<file path="config.mk">
export PLATFORM = sky130hd
export DESIGN_NAME = elementary_ca_history_intensity_core_flat
export DESIGN_NICKNAME = d
export VERILOG_FILES = /design/src/hw/rtl/ecahi_pkg.sv /design/src/hw/rtl/ecahi_if.sv /design/src/hw/rtl/elementary_ca_history_intensity_core.sv /design/src/hw/rtl/ecahi_front.sv /design/src/hw/rtl/ecahi_back.sv /design/src/flat_wrapper.sv
export SDC_FILE = /design/constraint.sdc
export NUM_CORES = 2
export LEC_CHECK = 0
export ABC_AREA = 0
export BUFFER_PORTS_ARGS = -buffer_cell sky130_fd_sc_hd__buf_2
export CAP_MARGIN = 5
export CORE_ASPECT_RATIO = 1.5
export CORE_UTILIZATION = 30
export DETAILED_ROUTE_END_ITERATION = 8
export GPL_TIMING_DRIVEN = 1
export PLACE_DENSITY = 0.48
export SYNTH_ARGS = -nofsm -noshare
export SYNTH_HDL_FRONTEND = slang
export SYNTH_SLANG_ARGS = --single-unit
</file>
<file path="constraint.sdc">
create_clock -name clk -period 7.7 [get_ports clk]
set_input_delay 1.155 -clock clk [delete_from_list [all_inputs] [get_ports clk]]
set_output_delay 1.155 -clock clk [all_outputs]
set_load 0.005 [all_outputs]
</file>
<file path="src/hw/rtl/ecahi_pkg.sv">
`timescale 1ns / 1ps
package ecahi_pkg;
  localparam int FUNC_W = 3;
  localparam int SEG_W = 2;
  localparam int RAND_W = 32;
  localparam int IDX_W = 6;
  localparam int INT_W = 17;
  localparam int RULE_W = 8;
  localparam int THR_W = 3;
  localparam int CFG_IDX_W = 1;
  localparam int CFG_DATA_W = 8;
  localparam int ROW_W = 64;
  localparam logic [16:0] ONE_Q16 = 17'd65536;

  typedef enum logic [FUNC_W-1:0] {
    FN_ADVANCE = 3'd0,
    FN_SEED_SINGLE = 3'd1,
    FN_SEED_RANDOM = 3'd2,
    FN_CLEAR = 3'd3,
    FN_SEED_SEGMENT = 3'd4
  } func_t;

  localparam logic [CFG_IDX_W-1:0] REG_RULE = 1'd0;
  localparam logic [CFG_IDX_W-1:0] REG_THRESHOLD = 1'd1;

  typedef struct packed {
    logic [FUNC_W-1:0] func;
    logic [SEG_W-1:0] seg;
    logic [RAND_W-1:0] bits;
  } cmd_t;
endpackage

</file>
<file path="src/hw/rtl/ecahi_if.sv">
`timescale 1ns / 1ps
interface ecahi_in_if;
  logic valid;
  logic ready;
  logic [2:0] func;
  logic [1:0] segment_index;
  logic [31:0] random_bits;
  modport source(output valid, func, segment_index, random_bits, input ready);
  modport sink(input valid, func, segment_index, random_bits, output ready);
endinterface

interface ecahi_out_if;
  logic valid;
  logic ready;
  logic [5:0] cell_index;
  logic [16:0] intensity;
  logic newest_state;
  logic last;
  modport source(output valid, cell_index, intensity, newest_state, last, input ready);
  modport sink(input valid, cell_index, intensity, newest_state, last, output ready);
endinterface

</file>
<file path="src/hw/rtl/elementary_ca_history_intensity_core.sv">
`timescale 1ns / 1ps
// Elementary cellular automaton core with a circular generation history.
// Input channel: one item is one tick (func, segment_index, random_bits).
// Output channel: STEPS*OUTPUTS results per tick, in cell order, with last
// set on the final cell. Each result gives the thresholded column density.
// Configuration: cfg_we with cfg_index 0 (rule) or 1 (threshold), write only,
// written by the user while idle, unchecked; takes effect for the next tick.
// Sequence: the tick is taken from the queue in S_IDLE; when seeding or
// clearing, S_CLEAR zeros the history (only the chosen segment for a
// segment seed); S_SEED writes the seed row; S_GEN runs the generations;
// then per cell S_DIV takes the column sum and, if the threshold is below
// GENERATIONS and the sum above it, runs a restoring divider that produces
// one quotient bit per cycle; S_EMIT then presents the result.
// A two-entry queue lets the front accept up to two ticks while the back
// works. When the receiver stalls, the current result holds and the back
// waits; the queue fills and then in_ready drops.
// After reset a clearing pass zeros every generation of the history
// before the first tick is taken from the queue; rule resets to 30 and
// threshold to 0.
module elementary_ca_history_intensity_core #(
  parameter int STEPS = 16,
  parameter int OUTPUTS = 4,
  parameter int GENERATIONS = 8
) (
  input  logic clk,
  input  logic rst_n,
  ecahi_in_if.sink in_ch,
  ecahi_out_if.source out_ch,
  input  logic cfg_we,
  input  logic [ecahi_pkg::CFG_IDX_W-1:0] cfg_index,
  input  logic [ecahi_pkg::CFG_DATA_W-1:0] cfg_wdata
);
  import ecahi_pkg::*;

  logic [RULE_W-1:0] rule_r;
  logic [THR_W-1:0] thr_r;
  cmd_t q_data;
  logic q_valid, q_pop;

  always_ff @(posedge clk) begin
    if (!rst_n) begin
      rule_r <= 8'd30;
      thr_r <= '0;
    end else if (cfg_we) begin
      unique case (cfg_index)
        REG_RULE: rule_r <= cfg_wdata;
        REG_THRESHOLD: thr_r <= cfg_wdata[THR_W-1:0];
        default: ;
      endcase
    end
  end

  ecahi_front u_front (
    .clk(clk), .rst_n(rst_n), .in_ch(in_ch),
    .q_data(q_data), .q_valid(q_valid), .q_pop(q_pop)
  );

  ecahi_back #(.STEPS(STEPS), .OUTPUTS(OUTPUTS), .GENERATIONS(GENERATIONS)) u_back (
    .clk(clk), .rst_n(rst_n), .q_data(q_data), .q_valid(q_valid), .q_pop(q_pop),
    .rule_number(rule_r), .count_threshold(thr_r), .out_ch(out_ch)
  );
endmodule

</file>
<file path="src/hw/rtl/ecahi_front.sv">
`timescale 1ns / 1ps
module ecahi_front (
  input  logic clk,
  input  logic rst_n,
  ecahi_in_if.sink in_ch,
  output ecahi_pkg::cmd_t q_data,
  output logic q_valid,
  input  logic q_pop
);
  import ecahi_pkg::*;

  cmd_t buf_r [2];
  logic wp_r, rp_r;
  logic [1:0] cnt_r;
  logic push;

  assign in_ch.ready = (cnt_r != 2'd2);
  assign push = in_ch.valid && in_ch.ready;
  assign q_valid = (cnt_r != 2'd0);
  assign q_data = buf_r[rp_r];

  always_ff @(posedge clk) begin
    if (push) begin
      buf_r[wp_r] <= '{func: in_ch.func, seg: in_ch.segment_index, bits: in_ch.random_bits};
    end
    if (!rst_n) begin
      wp_r <= 1'b0;
      rp_r <= 1'b0;
      cnt_r <= 2'd0;
    end else begin
      if (push) wp_r <= ~wp_r;
      if (q_pop) rp_r <= ~rp_r;
      cnt_r <= cnt_r + {1'b0, push} - {1'b0, q_pop};
    end
  end

`ifndef ASSERT_OFF
  a_no_pop_empty: assert property (@(posedge clk) disable iff (!rst_n) q_pop |-> q_valid)
    else $error("pop from empty queue");
  a_no_overflow: assert property (@(posedge clk) disable iff (!rst_n) cnt_r != 2'd3)
    else $error("queue overflow");
  a_full_blocks: assert property (@(posedge clk) disable iff (!rst_n)
    (cnt_r == 2'd2) |-> !in_ch.ready) else $error("ready while full");
`endif
endmodule

</file>
<file path="src/hw/rtl/ecahi_back.sv">
`timescale 1ns / 1ps
module ecahi_back #(
  parameter int STEPS = 16,
  parameter int OUTPUTS = 4,
  parameter int GENERATIONS = 8
) (
  input  logic clk,
  input  logic rst_n,
  input  ecahi_pkg::cmd_t q_data,
  input  logic q_valid,
  output logic q_pop,
  input  logic [7:0] rule_number,
  input  logic [2:0] count_threshold,
  ecahi_out_if.source out_ch
);
  import ecahi_pkg::*;

  localparam int CELLS = STEPS * OUTPUTS;
  localparam int PW = (GENERATIONS > 1) ? $clog2(GENERATIONS) : 1;
  localparam int CW = $clog2(GENERATIONS + 1);
  localparam int XW = (CELLS > 1) ? $clog2(CELLS) : 1;

  typedef enum logic [5:0] {
    S_IDLE = 6'b000001,
    S_CLEAR = 6'b000010,
    S_SEED = 6'b000100,
    S_GEN = 6'b001000,
    S_DIV = 6'b010000,
    S_EMIT = 6'b100000
  } state_t;

  state_t state_r;
  logic [CELLS-1:0] rows_r [GENERATIONS];
  logic [PW-1:0] ptr_r;
  logic [PW-1:0] g_r;
  logic [4:0] runs_r;
  cmd_t cmd_r;
  logic [CELLS-1:0] mask_r;
  logic [XW-1:0] x_r;
  logic [CW-1:0] sum_r;
  logic [16:0] q_r;
  logic [4:0] dbit_r;
  logic [CW+17:0] rem_r;
  logic init_r;
  logic [CELLS-1:0] src, dst, seedrow;
  logic [PW-1:0] ptr_dn;
  logic [CW-1:0] colsum;
  logic [CW-1:0] d;
  logic thr_ok;
  logic [CW+17:0] trial;

  assign src = rows_r[ptr_r];
  assign ptr_dn = (ptr_r == '0) ? PW'(GENERATIONS - 1) : ptr_r - 1'b1;

  always_comb begin
    for (int x = 0; x < CELLS; x++) begin
      dst[x] = rule_number[{src[(x + CELLS - 1) % CELLS], src[x], src[(x + 1) % CELLS]}];
      seedrow[x] = ((x % 2) == 0 && (x / 2) < 32) ? cmd_r.bits[(x / 2) % 32] : 1'b0;
    end
  end

  always_comb begin
    colsum = '0;
    for (int g = 0; g < GENERATIONS; g++) colsum = colsum + CW'(rows_r[g][x_r]);
  end

  assign thr_ok = {2'b0, count_threshold} < 5'(GENERATIONS);
  assign d = CW'(GENERATIONS) - CW'(count_threshold);
  assign trial = rem_r - ((CW+18)'(d) << dbit_r);

  assign out_ch.valid = (state_r == S_EMIT);
  assign out_ch.cell_index = 6'(x_r);
  assign out_ch.intensity = (q_r > ONE_Q16) ? ONE_Q16 : q_r;
  assign out_ch.newest_state = src[x_r];
  assign out_ch.last = (x_r == XW'(CELLS - 1));
  assign q_pop = (state_r == S_IDLE) && q_valid;

  always_ff @(posedge clk) begin
    if (!rst_n) begin
      state_r <= S_CLEAR;
      ptr_r <= '0;
      g_r <= '0;
      x_r <= '0;
      init_r <= 1'b1;
    end else begin
      unique case (state_r)
        S_IDLE: if (q_valid) begin
          cmd_r <= q_data;
          runs_r <= '0;
          x_r <= '0;
          g_r <= '0;
          mask_r <= '1;
          state_r <= S_DIV;
          sum_r <= colsum;
          unique case (q_data.func)
            FN_ADVANCE: begin runs_r <= 5'd1; state_r <= S_GEN; end
            FN_SEED_SINGLE: state_r <= S_CLEAR;
            FN_SEED_RANDOM: state_r <= S_CLEAR;
            FN_CLEAR: state_r <= S_CLEAR;
            FN_SEED_SEGMENT: begin
              for (int x = 0; x < CELLS; x++)
                mask_r[x] <= ((x / STEPS) == int'(q_data.seg));
              state_r <= (int'(q_data.seg) < OUTPUTS) ? S_CLEAR : S_DIV;
            end
            default: state_r <= S_DIV;
          endcase
          rem_r <= '0;
        end
        S_CLEAR: begin
          rows_r[g_r] <= rows_r[g_r] & ~mask_r;
          g_r <= g_r + 1'b1;
          if (g_r == PW'(GENERATIONS - 1)) begin
            g_r <= '0;
            init_r <= 1'b0;
            if (init_r) state_r <= S_IDLE;
            else state_r <= (cmd_r.func == FN_CLEAR) ? S_DIV : S_SEED;
          end
        end
        S_SEED: begin
          if (cmd_r.func == FN_SEED_SINGLE) begin
            rows_r[ptr_r] <= src | CELLS'(1);
            runs_r <= {2'b0, count_threshold};
          end else begin
            rows_r[ptr_r] <= (src & ~mask_r) | (seedrow & mask_r)
              | (CELLS'(1) << (cmd_r.func == FN_SEED_SEGMENT ? int'(cmd_r.seg) * STEPS : 0));
            runs_r <= (cmd_r.func == FN_SEED_RANDOM) ? 5'(GENERATIONS) : 5'd0;
          end
          state_r <= S_GEN;
        end
        S_GEN: begin
          if (runs_r == 5'd0) begin
            state_r <= S_DIV;
          end else begin
            rows_r[ptr_dn] <= dst;
            ptr_r <= ptr_dn;
            runs_r <= runs_r - 1'b1;
          end
          sum_r <= '0;
          dbit_r <= 5'd16;
          rem_r <= '0;
        end
        S_DIV: begin
          if (rem_r == '0 && dbit_r == 5'd16 && q_r != 17'h1ffff) begin
            sum_r <= colsum;
            rem_r <= ((CW+18)'(colsum - CW'(count_threshold)) << 16) + (CW+18)'(d >> 1);
            q_r <= 17'h1ffff;
          end else if (!(thr_ok && sum_r > CW'(count_threshold))) begin
            q_r <= '0;
            state_r <= S_EMIT;
          end else begin
            if (!trial[CW+17]) begin
              rem_r <= trial;
              q_r[dbit_r] <= 1'b1;
            end else q_r[dbit_r] <= 1'b0;
            if (dbit_r == 5'd0) state_r <= S_EMIT;
            else dbit_r <= dbit_r - 1'b1;
          end
        end
        S_EMIT: if (out_ch.ready) begin
          dbit_r <= 5'd16;
          rem_r <= '0;
          q_r <= '0;
          if (out_ch.last) state_r <= S_IDLE;
          else begin
            x_r <= x_r + 1'b1;
            state_r <= S_DIV;
          end
        end
        default: state_r <= S_IDLE;
      endcase
      if (state_r == S_IDLE && q_valid) begin
        dbit_r <= 5'd16;
        q_r <= '0;
      end
      if (state_r == S_CLEAR && cmd_r.func == FN_ADVANCE) mask_r <= '1;
    end
    if (!rst_n) mask_r <= '1;
    if (!rst_n) cmd_r.func <= FN_CLEAR;
  end

`ifndef ASSERT_OFF
  a_emit_bound: assert property (@(posedge clk) disable iff (!rst_n)
    out_ch.valid |-> (int'(x_r) < CELLS)) else $error("cell index out of range");
  a_hold: assert property (@(posedge clk) disable iff (!rst_n)
    (out_ch.valid && !out_ch.ready) |=> (out_ch.valid && $stable(x_r)))
    else $error("result dropped");
  a_pop_idle: assert property (@(posedge clk) disable iff (!rst_n)
    q_pop |=> !out_ch.valid) else $error("pop during emit");
`endif
endmodule

</file>
<file path="src/flat_wrapper.sv">
// flat-port wrapper written by rule: the top's interface ports become plain ports
module elementary_ca_history_intensity_core_flat import ecahi_pkg::*;
#(
  parameter int STEPS = 16,
  parameter int OUTPUTS = 4,
  parameter int GENERATIONS = 8
)
  (clk, rst_n, cfg_we, cfg_index, cfg_wdata, in_ch_valid, in_ch_func, in_ch_segment_index, in_ch_random_bits, in_ch_ready, out_ch_valid, out_ch_cell_index, out_ch_intensity, out_ch_newest_state, out_ch_last, out_ch_ready);
  ecahi_in_if in_ch_i ();
  ecahi_out_if out_ch_i ();
  input  logic clk;
  input  logic rst_n;
  input  logic cfg_we;
  input  logic [ecahi_pkg::CFG_IDX_W-1:0] cfg_index;
  input  logic [ecahi_pkg::CFG_DATA_W-1:0] cfg_wdata;
  input wire logic [$bits(in_ch_i.valid)-1:0] in_ch_valid;
  input wire logic [$bits(in_ch_i.func)-1:0] in_ch_func;
  input wire logic [$bits(in_ch_i.segment_index)-1:0] in_ch_segment_index;
  input wire logic [$bits(in_ch_i.random_bits)-1:0] in_ch_random_bits;
  output wire logic [$bits(in_ch_i.ready)-1:0] in_ch_ready;
  output wire logic [$bits(out_ch_i.valid)-1:0] out_ch_valid;
  output wire logic [$bits(out_ch_i.cell_index)-1:0] out_ch_cell_index;
  output wire logic [$bits(out_ch_i.intensity)-1:0] out_ch_intensity;
  output wire logic [$bits(out_ch_i.newest_state)-1:0] out_ch_newest_state;
  output wire logic [$bits(out_ch_i.last)-1:0] out_ch_last;
  input wire logic [$bits(out_ch_i.ready)-1:0] out_ch_ready;
  assign in_ch_i.valid = in_ch_valid;
  assign in_ch_i.func = in_ch_func;
  assign in_ch_i.segment_index = in_ch_segment_index;
  assign in_ch_i.random_bits = in_ch_random_bits;
  assign in_ch_ready = in_ch_i.ready;
  assign out_ch_valid = out_ch_i.valid;
  assign out_ch_cell_index = out_ch_i.cell_index;
  assign out_ch_intensity = out_ch_i.intensity;
  assign out_ch_newest_state = out_ch_i.newest_state;
  assign out_ch_last = out_ch_i.last;
  assign out_ch_i.ready = out_ch_ready;
  elementary_ca_history_intensity_core #(.STEPS(STEPS), .OUTPUTS(OUTPUTS), .GENERATIONS(GENERATIONS)) u_core (.clk(clk), .rst_n(rst_n), .in_ch(in_ch_i), .out_ch(out_ch_i), .cfg_we(cfg_we), .cfg_index(cfg_index), .cfg_wdata(cfg_wdata));
endmodule
</file>
==> flow_metrics.env <==
export IMPL_drt_initial_drc_count=2646
export IMPL_synthTopCellsByArea="edfxtp_1 46%, mux4_2 20%, mux2i_1 6.3%"
export IMPL_whs_ns=0.4863
export IMPL_fin_nets=3326
export IMPL_via_per_inst=5.829
export IMPL_busiest_layer="met2"
export IMPL_holdCritPathClass="flip-flop to flip-flop"
export IMPL_die_height_microns=472.6
export IMPL_cts_reportedPaths_clkPinSlew_ns=0.06
export IMPL_cts_root_buf="clkbuf_16"
export IMPL_syn_nets=3379
export IMPL_final_antenna_net_count=0
export IMPL_synthArstFlopShare_pct=0
export IMPL_globalRouteTotalUtil_pct=20.90
export IMPL_clock_sinks=721
export IMPL_clock_latency_ns=0.68
export IMPL_grt_ovfl_total=0
export IMPL_antenna_found_initial=19
export IMPL_max_slew_margin_pct=18.74
export IMPL_required_ns=8.21
export IMPL_io_pins=78
export IMPL_peakVddDrop_uv=144.6
export IMPL_p_total_mw=12.54
export IMPL_fin_ws_ns=1.251
export IMPL_worst_slew_pin_slew_ns=1.210
export IMPL_drt_wl_total_microns=157200
export IMPL_layout_commonest_cell="edfxtp_1"
export IMPL_seq_area_frac_synth_pct=47.81
export IMPL_final_hold_viol_count=0
export IMPL_fin_setup_tns_ns=0
export IMPL_pre_cts_ws_ns=1.213
export IMPL_yosysTopAreaCell="edfxtp_1"
export IMPL_setup_viol_count_final=0
export IMPL_drc=0
export IMPL_post_drt_wl_per_cell_microns=30.18
export IMPL_grt_pass1_vias=30840
export IMPL_numCtsBuffers=73
export IMPL_hold_buffers=0
export IMPL_regArea_sq_um=21220
export IMPL_area_growth_syn_to_layout_pct=11.56
export IMPL_die_x_microns=315.7
export IMPL_fmax_mhz=155.1
export IMPL_clockBufferDepth=3
export IMPL_rows=172
export IMPL_n_fill_cell=14190
export IMPL_p_per_area_nw_per_um2=253.8
export IMPL_fin_util_pct=33.71
export IMPL_rsz0062_at_grt="no"
export IMPL_critPathLaunchType="flip-flop"
export IMPL_finClkSkew_ns=0.02915
export IMPL_grt_util_met2_pct=37.34
export IMPL_critical_path_class="flip-flop to flip-flop"
export IMPL_dieArea_sq_um=149200
export IMPL_firstDrtPassIters=5
export IMPL_cts_setup_buffers=0
export IMPL_drive_gt1_share_pct=26.37
export IMPL_initial_core_util_pct=30.22
export IMPL_critPathArrivalTime_ns=6.96
export IMPL_finalMaxSlewViolations=0
export IMPL_synthFlopType="edfxtp_1"
export IMPL_met3_usage_pct=3.258
export IMPL_fin_crit_sh_pct=83.75
export IMPL_min_period_ns=6.449
export IMPL_cts_resized_gates=0
export IMPL_end_kind="flip-flop"
export IMPL_drv_cap=0
export IMPL_critPathMaxFanout=23
export IMPL_avgSynthCellArea_sq_um=13.51
export IMPL_syn_area_sq_um=44280
export IMPL_grt_first_pass_wirelength_microns=226300
export IMPL_synth_top_area_share_pct=45.64
export IMPL_grt_max_degree=77
export IMPL_hpwl_microns=107600
export IMPL_globalRouteMet1Util_pct=23.77
export IMPL_p_leak_nw=14.82
export IMPL_synthCells=3277
export IMPL_gp_congestion=0.9341
export IMPL_ctsHtreeMaxLevel=3
export IMPL_yosysWarnings=0
export IMPL_portBuffers=77
export IMPL_core_area_sq_um=146600
export IMPL_vias=30360
export IMPL_mostFrequentLayoutCells="673 x edfxtp_1, 396 x mux4_2, 277 x mux2i_1, 197 x nand2_1, 159 x o21ai_0"
export IMPL_status="finished, final reports clean"
export IMPL_ys_ff_latch=721
export IMPL_cts_tree="done"
export IMPL_yosysUniqueCellTypes=73
export IMPL_synth_edf_count=673
export IMPL_multi_input_area_sq_um=21610
## cells in the mapped netlist, drive strengths merged, types with 2 or more instances
library cell,n
a2111oi,2
a211oi,99
a21boi,3
a21o,10
a21oi,148
a22oi,54
a311o,2
a311oi,5
a31oi,21
a32oi,3
and2,14
and3,7
and4,2
buf,121
clkbuf,189
dfxtp,48
edfxtp,673
fa,6
ha,45
inv,40
mux2,93
mux2i,286
mux4,396
nand2,197
nand2b,62
nand3,22
nand3b,6
nand4,9
nor2,150
nor2b,63
nor3,16
nor3b,7
nor4,13
o2111ai,2
o211ai,101
o21a,5
o21ai,224
o21bai,4
o221ai,6
o22ai,51
o311a,2
or2,9
or3,12
xnor2,22
xor2,15
## per-stage QoR
stage,instances,area (sq um)
after floorplan,3277,44280
after global placement,5063,46720
after detailed placement,5063,46720
after CTS,5198,49380
after global routing,5206,49400
final,5208,49400
## area by class of cell
cell class | count | share of cell area, %
sequential | 721 | 42.94
tap | 1914 | 4.848
timing repair buffer | 182 | 2.730
clock inverter | 44 | 1.231
multi-input combinational | 2206 | 43.74
clock buffer | 91 | 4.151
antenna | 10 | 0.05065
inverter | 40 | 0.3090
## registers in the layout, indices dropped and copies added (netlist names), named ones only
name                             flops
u_core.u_front.rp_r                  1
u_core.u_front.cnt_r                 2
u_core.u_back.q_r                   17
u_core.u_back.dbit_r                 5
u_core.u_back.state_r                6
u_core.u_back.out_ch.cell_index      6
u_core.u_front.wp_r                  1
u_core.u_back.g_r                    3
u_core.u_front.buf_r                74
u_core.u_back.rows_r               512
u_core.u_back.ptr_r                  3
u_core.u_back.mask_r                 4
u_core.u_back.init_r                 1
u_core.u_back.sum_r                  4
u_core.rule_r                        8
u_core.thr_r                         3
u_core.u_back.cmd_r                 37
u_core.u_back.rem_r                 22
u_core.u_back.runs_r                 5
## metal layers
| layer | vias up | wire [microns] |
|---|---|---|
| met5 | - | 94 |
| met4 | 14 | 8370 |
| met3 | 329 | 8884 |
| met2 | 1178 | 81900 |
| met1 | 15750 | 57920 |
| li1 | 13090 | - |
## where the power goes
group / total [mW] / internal, mW / switching [mW] / leakage [nW]
Sequential: 4.93 / 4.61 / 0.321 / 6.20
Combinational: 3.59 / 1.61 / 1.98 / 7.33
Clock: 4.02 / 2.37 / 1.65 / 1.29
## critical path, cell delays in order (launching register included)
cell and delay (ns):
dfxtp_4 0.57, buf_4 0.49, mux4_2 0.58, mux4_2 0.55, mux4_2 0.50, fa_1 0.50, fa_1 0.50, inv_1 0.06
fa_1 0.42, inv_1 0.07, ha_1 0.16, inv_1 0.06, fa_1 0.56, inv_1 0.07, fa_1 0.40, a2111oi_0 0.57
o21bai_1 0.19
## final timing paths
path | from | end | slack (ns) | cells past startpoint
worst max-delay path | u_core.u_back.out_ch.cell_index[0] | u_core.u_back.rem_r[20] | 1.25 | 16
worst min-delay path | u_core.u_back.init_r | u_core.u_back.init_r | 0.49 | 2
worst max register to register | u_core.u_back.out_ch.cell_index[0] | u_core.u_back.rem_r[20] | 1.25 | 16
worst min register to register | u_core.u_back.init_r | u_core.u_back.init_r | 0.49 | 2
## cells by family (layout without fill, tap and decap cells)
group,after synthesis,count (layout),synth area share (%)
buffers and inverters,350,357,3.619
adder cells (fa/ha/maj),51,51,1.543
AND/OR/NAND/NOR,591,591,6.368
other,0,10,0
AO/OA/AOI/OAI,752,752,10.77
flip-flops,721,721,47.81
XOR/XNOR,37,37,0.7318
multiplexers,775,775,29.16
Note: power is estimated with default switching activity, not from simulation.
